**config.mk**
```make
export PLATFORM = sky130hd
export DESIGN_NAME = seven_segment_number_shifter_unit
export DESIGN_NICKNAME = d
export VERILOG_FILES = /design/src/rtl/segsh_pkg.sv /design/src/rtl/seven_segment_number_shifter_unit.sv /design/src/rtl/segsh_encode.sv /design/src/rtl/segsh_cell.sv
export SDC_FILE = /design/constraint.sdc
export NUM_CORES = 1
export LEC_CHECK = 0
export BUFFER_PORTS_ARGS = -buffer_cell sky130_fd_sc_hd__buf_2
export CORE_UTILIZATION = 50
export DETAILED_ROUTE_END_ITERATION = 12
export PLACE_DENSITY = 0.66
export SETUP_SLACK_MARGIN = 0.5
export SLEW_MARGIN = 20
export SYNTH_ARGS = -nofsm -noshare
export SYNTH_HDL_FRONTEND = slang
export SYNTH_SLANG_ARGS = --single-unit
```
**constraint.sdc**
```tcl
create_clock -name clk -period 6.25 [get_ports clk]
set_input_delay 0.9375 -clock clk [delete_from_list [all_inputs] [get_ports clk]]
set_output_delay 0.9375 -clock clk [all_outputs]
set_load 0.1 [all_outputs]
```
**src/rtl/segsh_pkg.sv**
```systemverilog
package segsh_pkg;

  localparam int unsigned FRAME_BITS  = 24;
  localparam int unsigned DIGIT_BITS  = 8;
  localparam int unsigned DIGIT_COUNT = 3;

  localparam logic [15:0] ONE_THOUSAND = 16'd1000;
  localparam logic [7:0]  SEG_BLANK    = 8'hFF;
  localparam logic [7:0]  SEG_DOT_MASK = 8'hFD;

  localparam logic [1:0] MODE_PLAIN = 2'd1;
  localparam logic [1:0] MODE_DOT   = 2'd2;

  typedef struct packed {
    logic [15:0] value;
    logic [1:0]  display_mode;
  } in_t;

  typedef struct packed {
    logic       serial_bit;
    logic [1:0] digit_index;
    logic       last;
  } out_t;

  typedef struct packed {
    logic       valid;
    logic       serial_bit;
    logic [1:0] digit_index;
    logic       last;
  } cell_t;

  typedef struct packed {
    logic                                   valid;
    logic [DIGIT_COUNT-1:0][DIGIT_BITS-1:0] code;
  } frame_t;

  function automatic logic [7:0] seg_code(input logic [3:0] digit);
    logic [7:0] code;
    case (digit)
      4'h0: code = 8'h22;
      4'h1: code = 8'h7E;
      4'h2: code = 8'h13;
      4'h3: code = 8'h1A;
      4'h4: code = 8'h4E;
      4'h5: code = 8'h8A;
      4'h6: code = 8'h82;
      4'h7: code = 8'h3E;
      4'h8: code = 8'h02;
      4'h9: code = 8'h0A;
      4'hA: code = 8'h06;
      4'hB: code = 8'hC2;
      4'hC: code = 8'hA3;
      4'hD: code = 8'h52;
      4'hE: code = 8'h83;
      4'hF: code = 8'h87;
      default: code = SEG_BLANK;
    endcase
    return code;
  endfunction

endpackage

```
**src/rtl/seven_segment_number_shifter_unit.sv**
```systemverilog
// Seven-segment number shifter. Each input transfer carries a 16-bit value
// and a display mode and becomes 24 output transfers, one serial segment bit
// each: the ones, tens and hundreds digit bytes in that order, each byte MSB
// first, with last set on the 24th bit so that the external latch can follow.
// Modes 0 and 3 produce no output unless the value is exactly one thousand.
// An input passes three register stages (input register, hundreds estimate,
// tens estimate and segment lookup) and is then loaded in parallel into a
// row of 24 bit cells that shifts toward the output once per transfer.
// The first bit is presented once the frame is loaded into the cells.
// Throughput is set by the bit chain: the next frame is loaded in the cycle
// its predecessor's last bit leaves, so frames follow with no gap, while
// up to three more items wait in the stages.
// Items that produce nothing leave the stages at one per cycle.
// When out_stall is high the chain holds; the stages fill and in_stall rises.
// Reset empties the stages and the chain; no output is valid after reset.
module seven_segment_number_shifter_unit (
  input  logic            clk,
  input  logic            rst_n,
  input  logic            in_valid,
  output logic            in_stall,
  input  segsh_pkg::in_t  in_data,
  output logic            out_valid,
  input  logic            out_stall,
  output segsh_pkg::out_t out_data
);

  segsh_pkg::frame_t frame;
  segsh_pkg::cell_t  cells [segsh_pkg::FRAME_BITS];
  logic              chain_ready, shift, load;

  assign out_valid   = cells[0].valid;
  assign shift       = out_valid && !out_stall;
  assign chain_ready = !cells[0].valid || (cells[0].last && shift);
  assign load        = frame.valid && chain_ready;

  assign out_data.serial_bit  = cells[0].serial_bit;
  assign out_data.digit_index = cells[0].digit_index;
  assign out_data.last        = cells[0].last;

  segsh_encode u_encode (
    .clk        (clk),
    .rst_n      (rst_n),
    .in_valid   (in_valid),
    .in_stall   (in_stall),
    .in_data    (in_data),
    .chain_ready(chain_ready),
    .frame      (frame)
  );

  for (genvar k = 0; k < segsh_pkg::FRAME_BITS; k++) begin : g_cell
    segsh_pkg::cell_t ld, nx;

    assign ld.valid       = 1'b1;
    assign ld.serial_bit  = frame.code[k / segsh_pkg::DIGIT_BITS]
                                      [segsh_pkg::DIGIT_BITS - 1 - (k % segsh_pkg::DIGIT_BITS)];
    assign ld.digit_index = 2'(k / segsh_pkg::DIGIT_BITS);
    assign ld.last        = (k == segsh_pkg::FRAME_BITS - 1);

    if (k == segsh_pkg::FRAME_BITS - 1) begin : g_tail
      assign nx = '0;
    end else begin : g_body
      assign nx = cells[k + 1];
    end

    segsh_cell u_cell (
      .clk      (clk),
      .rst_n    (rst_n),
      .load     (load),
      .shift    (shift),
      .load_data(ld),
      .next_data(nx),
      .cell_q   (cells[k])
    );
  end

endmodule

```
**src/rtl/segsh_encode.sv**
```systemverilog
module segsh_encode (
  input  logic              clk,
  input  logic              rst_n,
  input  logic              in_valid,
  output logic              in_stall,
  input  segsh_pkg::in_t    in_data,
  input  logic              chain_ready,
  output segsh_pkg::frame_t frame
);

  logic           st1_v_r, st1_v_nxt;
  segsh_pkg::in_t st1_r;

  logic        st2_v_r, st2_v_nxt;
  logic [11:0] st2_val_r;
  logic [1:0]  st2_mode_r;
  logic        st2_hex_r, st2_k_r;
  logic [3:0]  st2_q_r;

  logic        st3_v_r, st3_v_nxt;
  logic [11:0] st3_val_r;
  logic [1:0]  st3_mode_r;
  logic        st3_hex_r, st3_k_r;
  logic [3:0]  st3_q_r;
  logic [6:0]  st3_r_r;
  logic [3:0]  st3_t_r;

  logic        st1_free, st2_free, st3_free, st3_take, st3_emit;
  logic [15:0] prod1;
  logic [11:0] rem2;
  logic [14:0] prod2;
  logic [6:0]  ones3;
  logic [3:0]  d0, d1, d2;
  logic [7:0]  c0, c1, c2;

  always_comb begin
    st3_emit = st3_k_r || (st3_mode_r == segsh_pkg::MODE_PLAIN) ||
               (st3_mode_r == segsh_pkg::MODE_DOT);
    st3_take = st3_v_r && (!st3_emit || chain_ready);
    st3_free = !st3_v_r || st3_take;
    st2_free = !st2_v_r || st3_free;
    st1_free = !st1_v_r || st2_free;
    in_stall = !st1_free;
    st1_v_nxt = in_valid ? 1'b1 : (st1_v_r && !st2_free);
    st2_v_nxt = st2_free ? st1_v_r : st2_v_r;
    st3_v_nxt = st3_free ? st2_v_r : st3_v_r;
  end

  assign prod1 = {6'd0, st1_r.value[9:0]} * 16'd41;
  assign rem2  = {2'd0, st2_val_r[9:0]} - ({8'd0, st2_q_r} * 12'd100);
  assign prod2 = {8'd0, rem2[6:0]} * 15'd205;
  assign ones3 = st3_r_r - ({3'd0, st3_t_r} * 7'd10);

  always_ff @(posedge clk) begin
    if (!rst_n) begin
      st1_v_r <= 1'b0;
      st2_v_r <= 1'b0;
      st3_v_r <= 1'b0;
    end else begin
      st1_v_r <= st1_v_nxt;
      st2_v_r <= st2_v_nxt;
      st3_v_r <= st3_v_nxt;
    end
  end

  always_ff @(posedge clk) begin
    if (in_valid && st1_free) begin
      st1_r <= in_data;
    end
    if (st2_free) begin
      st2_val_r  <= st1_r.value[11:0];
      st2_mode_r <= st1_r.display_mode;
      st2_hex_r  <= st1_r.value > segsh_pkg::ONE_THOUSAND;
      st2_k_r    <= st1_r.value == segsh_pkg::ONE_THOUSAND;
      st2_q_r    <= prod1[15:12];
    end
    if (st3_free) begin
      st3_val_r  <= st2_val_r;
      st3_mode_r <= st2_mode_r;
      st3_hex_r  <= st2_hex_r;
      st3_k_r    <= st2_k_r;
      st3_q_r    <= st2_q_r;
      st3_r_r    <= rem2[6:0];
      st3_t_r    <= prod2[14:11];
    end
  end

  always_comb begin
    d0 = st3_hex_r ? st3_val_r[3:0]  : ones3[3:0];
    d1 = st3_hex_r ? st3_val_r[7:4]  : st3_t_r;
    d2 = st3_hex_r ? st3_val_r[11:8] : st3_q_r;
    c0 = segsh_pkg::seg_code(d0);
    c1 = segsh_pkg::seg_code(d1);
    c2 = (d2 == 4'd0) ? segsh_pkg::SEG_BLANK : segsh_pkg::seg_code(d2);
    if (st3_k_r) begin
      c0 = segsh_pkg::seg_code(4'd9);
      c1 = segsh_pkg::seg_code(4'd9);
      c2 = segsh_pkg::seg_code(4'd9);
    end else if (st3_mode_r == segsh_pkg::MODE_DOT) begin
      c1 = c1 & segsh_pkg::SEG_DOT_MASK;
    end else if (d1 == 4'd0 && d2 == 4'd0) begin
      c1 = segsh_pkg::SEG_BLANK;
    end
    frame.valid   = st3_v_r && st3_emit;
    frame.code[0] = c0;
    frame.code[1] = c1;
    frame.code[2] = c2;
  end

endmodule

```
**src/rtl/segsh_cell.sv**
```systemverilog
module segsh_cell (
  input  logic             clk,
  input  logic             rst_n,
  input  logic             load,
  input  logic             shift,
  input  segsh_pkg::cell_t load_data,
  input  segsh_pkg::cell_t next_data,
  output segsh_pkg::cell_t cell_q
);

  segsh_pkg::cell_t cell_r, cell_nxt;

  always_comb begin
    if (load) begin
      cell_nxt = load_data;
    end else if (shift) begin
      cell_nxt = next_data;
    end else begin
      cell_nxt = cell_r;
    end
  end

  always_ff @(posedge clk) begin
    if (!rst_n) begin
      cell_r.valid <= 1'b0;
    end else begin
      cell_r.valid <= cell_nxt.valid;
    end
    cell_r.serial_bit  <= cell_nxt.serial_bit;
    cell_r.digit_index <= cell_nxt.digit_index;
    cell_r.last        <= cell_nxt.last;
  end

  assign cell_q = cell_r;

endmodule
```
==> impl_metrics.py, run 1 <==
metrics = {
    "outcome": {
        "run_status": "complete, no violations",
    },
    "clock_network": {
        "ctsHoldBuffers": 0,
        "numCtsBuffers": 17,
        "cts_tree": "yes",
        "cts_resized": 0,
        "clk_latency_ns": 0.42,
        "path_clk_slew_ns": 0.06,
        "clockBufferDepth": 2,
        "htree_levels": 4,
        "post_cts_buffers": 0,
        "cts_sinks": 162,
        "cts-root-buf": "clkbuf_16",
    },
    "final_layout": {
        "final_area_um2": 9220,
        "syn2layout_area_growth_pct": 10.2,
        "fillers": 1379,
        "drive_gt1_frac": 0.0819,
        "n_antenna_cell": 0,
        "register_area_um2": 4120,
        "final_nets": 976,
        "post-route-util": 0.572,
        "multi_input_area_um2": 3840,
        "stdcell_count": 1083,
    },
    "run": {
        "max-cap-violations": 0,
    },
    "critical_path": {
        "end_kind": "flop",
        "worstSetupStartpointType": "flop",
        "cp_max_fo": 5,
        "critical_path_class": "reg2reg",
        "critPathRequiredTime_ns": 6.42,
        "crit_arrival_ns": 5.04,
    },
    "detailed_routing": {
        "dr.pass1.iters": 5,
        "wl_per_cell_um": 13.3,
        "routed_wl_mm": 14.4,
        "ant_nets": 0,
        "drc": 0,
        "vias": 5699,
        "drtIter0Drc": 296,
        "vias_per_cell": 5.26,
    },
    "logic_synthesis": {
        "synth_area_leaders": "edfxtp_1 (32%), dfxtp_1 (18%), ha_1 (13%)",
        "synth-seq-cells": 162,
        "synth_cell_types": 51,
        "synth_flop_cell": "edfxtp_1",
        "ys.warnings.count": 0,
        "avgSynthCellArea_um2": 9.96,
        "synth_fp_nets": 962,
        "ys_async_sr_fraction": 0,
        "synth_edf_count": 88,
        "yosysTopAreaCell": "edfxtp_1",
        "syn_inst": 840,
        "syn_area_um2": 8370,
        "synth_top_area_share": 0.316,
        "ys_seq_area_frac": 0.493,
    },
    "global_route": {
        "grt_usage": 0.176,
        "grt_pass1_wl_mm": 24.8,
        "grt_max_degree": 53,
        "grt_overflow": 0,
        "grt_pass1_vias": 5383,
        "antenna_found_initial": 0,
    },
    "placed_design": {
        "placedCellCount": 1051,
        "gp_congestion": 0.845,
        "dp_slack_ns": 1.37,
        "portBuffers": 27,
        "dp_hpwl_mm": 10.2,
        "placed_cell_area_um2": 8670,
    },
    "timing": {
        "relSlewSlack": 0.330,
        "fmax_mhz": 205,
        "period_share": 0.780,
        "timing.hold.ws_ns": 0.414,
        "post-route-min-period_ns": 4.88,
        "slew_viol_final": 0,
        "hold_violations": 0,
        "worstMarginPinSlew_ns": 1.00,
        "finalSetupViolations": 0,
        "clock-skew-final_ns": 0.00860,
        "rsz0062_at_grt": "false",
        "setup_ws_ns": 1.37,
        "setup_tns_ns": 0,
    },
    "floorplan": {
        "die_h_um": 131,
        "die_area_um2": 17300,
        "io_pins": 28,
        "die_w_um": 131,
        "fp-row-count": 46,
        "initial_core_util": 0.519,
        "core_area_um2": 16100,
    },
    "power": {
        "p_leak_nw": 3.82,
        "total_power_mw": 5.37,
        "peakVddDrop_v": 0.000399,
        "power_density_nw_per_um2": 582,
    },
    "min_path": {
        "worstHoldPathType": "reg2reg",
    },
}
-- cells by family after synthesis --
family                   count (synthesis)  synth area share
AO/OA/AOI/OAI                          167             0.118
multiplexers                            15            0.0185
buffers and inverters                  105            0.0488
flip-flops                             162             0.493
AND/OR/NAND/NOR                        268             0.136
XOR/XNOR                                23            0.0241
adder cells (fa/ha/maj)                100             0.162
-- synthesized netlist by cell type, types with 11 or more instances --
cell / instances
edfxtp_1: 88
dfxtp_1: 74
mux2i_1: 11
xnor2_1: 14
nor2_1: 26
ha_1: 86
fa_1: 14
inv_1: 65
a31oi_1: 26
a21oi_1: 69
nand3_1: 18
nor3_1: 13
nand2_1: 183
clkbuf_1: 32
o21ai_0: 33
-- state kept, by name, summed over array words and instances (netlist names) --
signal	count
u_encode.st1_v_r	1
u_encode.st2_val_r	12
u_encode.st3_mode_r	2
u_encode.st2_q_r	4
u_encode.st3_v_r	1
u_encode.st1_r	18
u_encode.st3_t_r	4
u_encode.st3_r_r	4
u_encode.st3_k_r	1
u_encode.st2_v_r	1
u_encode.st2_hex_r	1
u_encode.st3_val_r	10
u_encode.st3_hex_r	1
u_encode.st3_q_r	4
g_cell.u_cell.cell_q	95
u_encode.st2_k_r	1
u_encode.st2_mode_r	2
-- metal layers --
layer | vias to the layer above | share of wire | global-route usage | wire length [um]
met5 | - | 0 | 0 | 0
met4 | 0 | 0.014 | 0.0568 | 208
met3 | 20 | 0.033 | 0.0444 | 481
met2 | 100 | 0.47 | 0.280 | 6780
met1 | 2643 | 0.48 | 0.235 | 6960
li1 | 2936 | - | - | -
-- power breakdown --
part	total, mW	switching [mW]	internal (mW)
combinational	3.02	1.65	1.37
sequential	1.40	0.0701	1.33
clock	0.945	0.404	0.541
-- path summary, 6_finish.rpt --
kind | startpoint | endpoint | slack [ns] | depth (start not counted)
setup / recovery | u_encode.st2_val_r[2] | u_encode.st3_t_r[2] | 1.37 | 20
hold reg to reg | u_encode.st2_k_r | u_encode.st3_k_r | 0.41 | 0
setup reg to reg | u_encode.st2_val_r[2] | u_encode.st3_t_r[2] | 1.37 | 20
hold / removal | u_encode.st2_k_r | u_encode.st3_k_r | 0.41 | 0
-- worst max-delay path, cell delays in order, from the launching register on --
cell	delay [ns]
edfxtp_1	0.40
inv_1	0.07
ha_1	0.13
inv_1	0.06
fa_1	0.39
a21o_1	0.20
a21oi_1	0.17
xnor2_1	0.25
ha_1	0.31
ha_1	0.29
fa_1	0.51
inv_1	0.05
fa_1	0.49
inv_1	0.04
ha_1	0.26
and4_1	0.15
o21ai_0	0.09
a31oi_1	0.31
a31o_2	0.23
a21oi_1	0.08
xnor2_1	0.12
-- cells in the final DEF, fill, tap and decap left out, types with 5 or more instances in the layout --
cell / instances
nand2_1: 183
xor2_1: 9
o21ai_0: 33
nor3_1: 13
a31oi_1: 26
edfxtp_1: 88
inv_1: 65
nor2_1: 26
buf_2: 27
xnor2_1: 14
o22ai_1: 5
buf_4: 7
a21oi_1: 69
dfxtp_1: 74
fa_1: 14
clkbuf_16: 17
ha_1: 86
clkinv_1: 5
mux2i_1: 11
nand3_1: 18
nor2b_1: 5
-- layout make-up --
type,count,share of cell area
sequential,162,0.447
multi-input combinational,573,0.417
clock buffer,17,0.0462
tap,216,0.0293
inverter,66,0.0269
timing repair buffer,34,0.0204
clock inverter,15,0.0126
(Power assumes the default switching activity.)
==> inputs of run 2 (changes only) <==
- clock period: 6.25 -> 4.5 ns (I/O delays scaled with it)
==> run 2 against run 1 <==
Compared with the run above:
- critical path depth unchanged
- count of clock-buffer cells in the layout is 5 higher
- global-route usage is 0.38 points higher
- critical path type unchanged
==> impl_metrics.py, run 2 (same netlist as run 1, synthesis figures left out) <==
metrics = {
    "critical_path": {
        "end_kind": "flop",
        "slowest_delay_ns": 0.42,
        "cp_max_fo": 4,
        "reg2regPathDepth": 20,
        "reg2reg_to": "u_encode.st3_t_r[2]",
        "crit_start": "u_encode.st2_val_r[2]",
        "cp-endpoint": "u_encode.st3_t_r[2]",
        "r2r_start": "u_encode.st2_val_r[2]",
        "critPathRequiredTime_ns": 4.67,
        "crit_arrival_ns": 4.63,
        "worstSetupStartpointType": "flop",
        "worst_path_max_delay_cell": "fa_1",
        "critical_path_class": "reg2reg",
        "path_cells": "inv_1 > ha_2 > inv_2 > fa_2 > a21o_1 > a21oi_2 > xnor2_2 > xor2_1 > inv_1 > fa_1 > inv_1 > fa_1 > ha_1 > ha_1 > a21o_1 > a21oi_2 > inv_1 > a31o_2 > a21oi_2 > xnor2_1",
        "crit_top_cell": "inv_1",
        "r2r_slack_ns": 0.03,
    },
    "placed_design": {
        "placedCellCount": 1056,
        "placed_cell_area_um2": 8750,
        "dp_hpwl_mm": 10.5,
        "gp_congestion": 0.831,
        "portBuffers": 27,
    },
    "clock_network": {
        "ctsHoldBuffers": 0,
        "numCtsBuffers": 17,
        "path_clk_slew_ns": 0.06,
        "htree_levels": 4,
        "cts_tree": "yes",
        "cts-root-buf": "clkbuf_16",
        "clk_latency_ns": 0.42,
        "cts_sinks": 162,
        "clockBufferDepth": 2,
    },
    "timing": {
        "slew_viol_final": 0,
        "period_share": 0.993,
        "rsz0062_at_grt": "true",
        "clock-skew-final_ns": 0.00598,
        "fmax_mhz": 224,
        "post-route-min-period_ns": 4.47,
        "relSlewSlack": 0.338,
        "worstMarginPinSlew_ns": 0.990,
        "hold_violations": 0,
        "setup_tns_ns": 0,
        "finalSetupViolations": 0,
        "timing.hold.ws_ns": 0.416,
    },
    "final_layout": {
        "n_antenna_cell": 0,
        "stdcell_count": 1095,
        "layout_commonest_cell": "nand2_1",
        "final_cell_mix": "nand2_1 (183), edfxtp_1 (88), ha_1 (81)",
        "drive_gt1_frac": 0.114,
        "final_nets": 988,
        "syn2layout_area_growth_pct": 13.7,
        "final_area_um2": 9510,
        "largest_register_ffs": 95,
    },
    "run": {
        "max-cap-violations": 0,
    },
    "min_path": {
        "hold_path_depth": 0,
        "worstHoldPathType": "reg2reg",
    },
    "floorplan": {
        "io_pins": 28,
        "initial_core_util": 0.519,
        "die_w_um": 131,
        "die_area_um2": 17300,
        "die_h_um": 131,
        "fp-row-count": 46,
        "core_area_um2": 16100,
    },
    "detailed_routing": {
        "dr.pass1.iters": 5,
        "vias_per_cell": 5.27,
        "ant_nets": 0,
        "drtIter0Drc": 355,
        "vias": 5771,
        "routed_wl_mm": 14.9,
        "wl_per_cell_um": 13.6,
        "drc": 0,
    },
    "global_route": {
        "grt_overflow": 0,
        "grt_max_degree": 68,
        "grt_usage": 0.180,
        "antenna_found_initial": 0,
        "grt_pass1_vias": 5591,
        "grt_pass1_wl_mm": 25.1,
    },
    "outcome": {
        "run_status": "complete, no violations",
    },
}
## run 2: cell count changes in the layout (fill, tap and decap cells not counted), sizes merged
cell	delta
buf	+12
bufinv	+3
clkbuf	+5
clkinv	-3
clkinvlp	-4
inv	-1
## run 2: metrics by stage
stage               setup slack, ns  utilization
CTS                         0.00634        0.586
detailed placement          -0.0776        0.543
floorplan                     0.170            -
global placement            0.00228        0.543
global route                 -0.121        0.590
finish                       0.0335        0.590
## run 2: metal layers
layer	track usage	up-vias	wire (um)
met5	0	-	0
met4	0.0672	0	255
met3	0.0397	23	423
met2	0.296	84	7140
met1	0.231	2705	7090
li1	-	2959	-
## run 2: repair_timing
item	in CTS	in global routing
setup buffers	6	0
pin swaps	13	13
setup endpoints to repair	4	4
resized for setup	8	6
## run 2: critical path, delay by kind of cell, from the launching register on
| kind | cells | cell delay, ns |
|---|---|---|
| AO/OA/AOI/OAI | 6 | 1.11 |
| XOR/XNOR | 3 | 0.50 |
| adder cells (fa/ha/maj) | 6 | 1.88 |
| buffers and inverters | 5 | 0.34 |
| flip-flops | 1 | 0.38 |
## run 2: layout make-up
class                   instances  area, um^2
fillers                      1333        6600
flip-flops and latches        162        4120
well taps                     216         270
multi-input cells             573        3970
repair buffers                 46         298
clock inverters                10         158
inverters                      66         248
clock buffers                  22         444
## run 2: worst min path at each step
stage                                 startpoint                endpoint  slack (ns)
after floorplan                u_encode.st1_r[0]  u_encode.st2_mode_r[0]        0.40
after CTS                             in_data[8]       u_encode.st1_r[8]        0.41
after detailed placement  u_encode.st2_val_r[11]  u_encode.st3_val_r[11]        0.40
after global placement    u_encode.st2_val_r[11]  u_encode.st3_val_r[11]        0.40
after global routing                 in_data[13]      u_encode.st1_r[13]        0.41
final                     u_encode.st2_val_r[10]  u_encode.st3_val_r[10]        0.42
Power of run 2 is not shown: default switching activity piles up to over one toggle a cycle in this logic, so the estimate is an artifact.
==> inputs of run 3 (changes only) <==
- CORE_MARGIN: unset -> 2
- CTS_CLUSTER_SIZE: unset -> 12
- REMOVE_ABC_BUFFERS: unset -> 1
==> run 3 against run 2 <==
Compared with the run above:
- via count decreased by 0.64%
- first-iteration DRC count increased by 2.8%
- highest routed layer unchanged
- register-to-register slack got worse by 0.03 ns
- routed wire length decreased by 2.2%
- utilization decreased by 1.2 points
==> impl_metrics.py, run 3 (same netlist as run 1, synthesis figures left out) <==
metrics = {
    "outcome": {
        "run_status": "complete, no violations",
    },
    "detailed_routing": {
        "wl_per_cell_um": 13.2,
        "ant_nets": 0,
        "drc": 0,
        "vias_per_cell": 5.20,
        "routed_wl_mm": 14.6,
        "drtIter0Drc": 365,
        "vias": 5734,
        "dr.pass1.iters": 4,
    },
    "floorplan": {
        "fp-row-count": 47,
        "die_area_um2": 17800,
        "io_pins": 28,
        "initial_core_util": 0.508,
        "core_area_um2": 16500,
        "die_w_um": 133,
        "die_h_um": 133,
    },
    "timing": {
        "finalSetupViolations": 0,
        "relSlewSlack": 0.321,
        "worstMarginPinSlew_ns": 1.02,
        "hold_violations": 0,
        "slew_viol_final": 0,
        "setup_ws_ns": 0.00490,
        "post-route-min-period_ns": 4.50,
        "timing.hold.ws_ns": 0.407,
        "clock-skew-final_ns": 0.0159,
        "period_share": 0.999,
        "rsz0062_at_grt": "true",
        "fmax_mhz": 222,
    },
    "clock_network": {
        "htree_levels": 4,
        "cts-root-buf": "clkbuf_16",
        "numCtsBuffers": 17,
        "clockBufferDepth": 2,
        "path_clk_slew_ns": 0.06,
        "cts_sinks": 162,
        "clk_latency_ns": 0.43,
        "cts_tree": "yes",
    },
    "min_path": {
        "worstHoldPathType": "reg2reg",
        "hold_path_depth": 0,
    },
    "final_layout": {
        "drive_gt1_frac": 0.116,
        "register_area_um2": 4120,
        "final_cell_mix": "nand2_1 (183), edfxtp_1 (88), ha_1 (80)",
        "layout_commonest_cell": "nand2_1",
        "fillers": 1426,
        "largest_register_ffs": 95,
        "multi_input_area_um2": 3990,
        "final_nets": 992,
        "n_antenna_cell": 0,
        "syn2layout_area_growth_pct": 13.8,
    },
    "critical_path": {
        "slowest_delay_ns": 0.50,
        "reg2regPathDepth": 21,
        "cp_max_fo": 3,
        "worst_path_max_delay_cell": "fa_1",
        "critical_path_class": "reg2reg",
        "crit_top_cell": "inv_1",
        "critPathRequiredTime_ns": 4.67,
        "crit_arrival_ns": 4.66,
        "end_kind": "flop",
        "worstSetupStartpointType": "flop",
        "path_cells": "inv_1 > ha_2 > inv_2 > fa_2 > a21o_1 > a21oi_2 > xnor2_2 > ha_4 > ha_4 > fa_1 > inv_1 > fa_1 > inv_1 > ha_1 > and4_1 > o21ai_1 > a31oi_1 > buf_4 > a31o_4 > a21oi_4 > xnor2_1",
    },
    "global_route": {
        "grt_pass1_wl_mm": 24.7,
        "grt_overflow": 0,
        "grt_usage": 0.171,
        "grt_pass1_vias": 5363,
        "grt_max_degree": 71,
        "antenna_found_initial": 0,
    },
    "placed_design": {
        "gp_congestion": 0.801,
        "dp_slack_ns": -0.197,
        "dp_hpwl_mm": 9.80,
        "portBuffers": 27,
    },
    "run": {
        "max-cap-violations": 0,
    },
}
## run 3: per-stage QoR
stage / utilization / cells / setup TNS (ns) / area (um^2)
floorplan: - / 801 / -1.14 / 8210
global placement: 0.534 / 1069 / -0.194 / 8780
detailed placement: 0.534 / 1069 / -0.526 / 8780
CTS: 0.574 / 1102 / 0 / 9450
global route: 0.578 / 1103 / -0.641 / 9520
finish: 0.578 / 1103 / 0 / 9520
## run 3: layout make-up
class / instances / share of cell area
flip-flops and latches: 162 / 0.433
multi-input cells: 573 / 0.419
clock buffers: 22 / 0.0467
repair buffers: 50 / 0.0323
well taps: 220 / 0.0289
inverters: 66 / 0.0260
clock inverters: 10 / 0.0141
## run 3: critical path, delay by kind of cell (launching register included)
family	cells	cell delay, ns
xor+xnor	2	0.23
buf+inv	5	0.37
simple gates	1	0.14
fa+ha+maj	7	2.20
compound gates	6	0.90
flops	1	0.39
## run 3: routing by layer
layer  part of all wire  vias up  global-route usage
met5                  0        -                   0
met2               0.46       87               0.270
met1               0.50     2664               0.234
met4              0.014        0              0.0644
met3              0.028       18              0.0346
li1                   -     2965                   -
## run 3: final timing paths
kind	from	to	slack, ns
worst max-delay path	u_encode.st2_val_r[2]	u_encode.st3_t_r[2]	0.005
worst min register to register	u_encode.st2_val_r[10]	u_encode.st3_val_r[10]	0.41
worst min-delay path	u_encode.st2_val_r[10]	u_encode.st3_val_r[10]	0.41
worst max register to register	u_encode.st2_val_r[2]	u_encode.st3_t_r[2]	0.005
## run 3: what timing repair did
item                                    4_1_cts  5_1_grt
setup buffers                                 1        1
hold endpoints to repair                      0        0
endpoints found under the setup margin        4        4
pin swaps                                    11        4
hold buffers                                  0        0
resized for setup                            13       10
Power of run 3 is left out for the same reason.
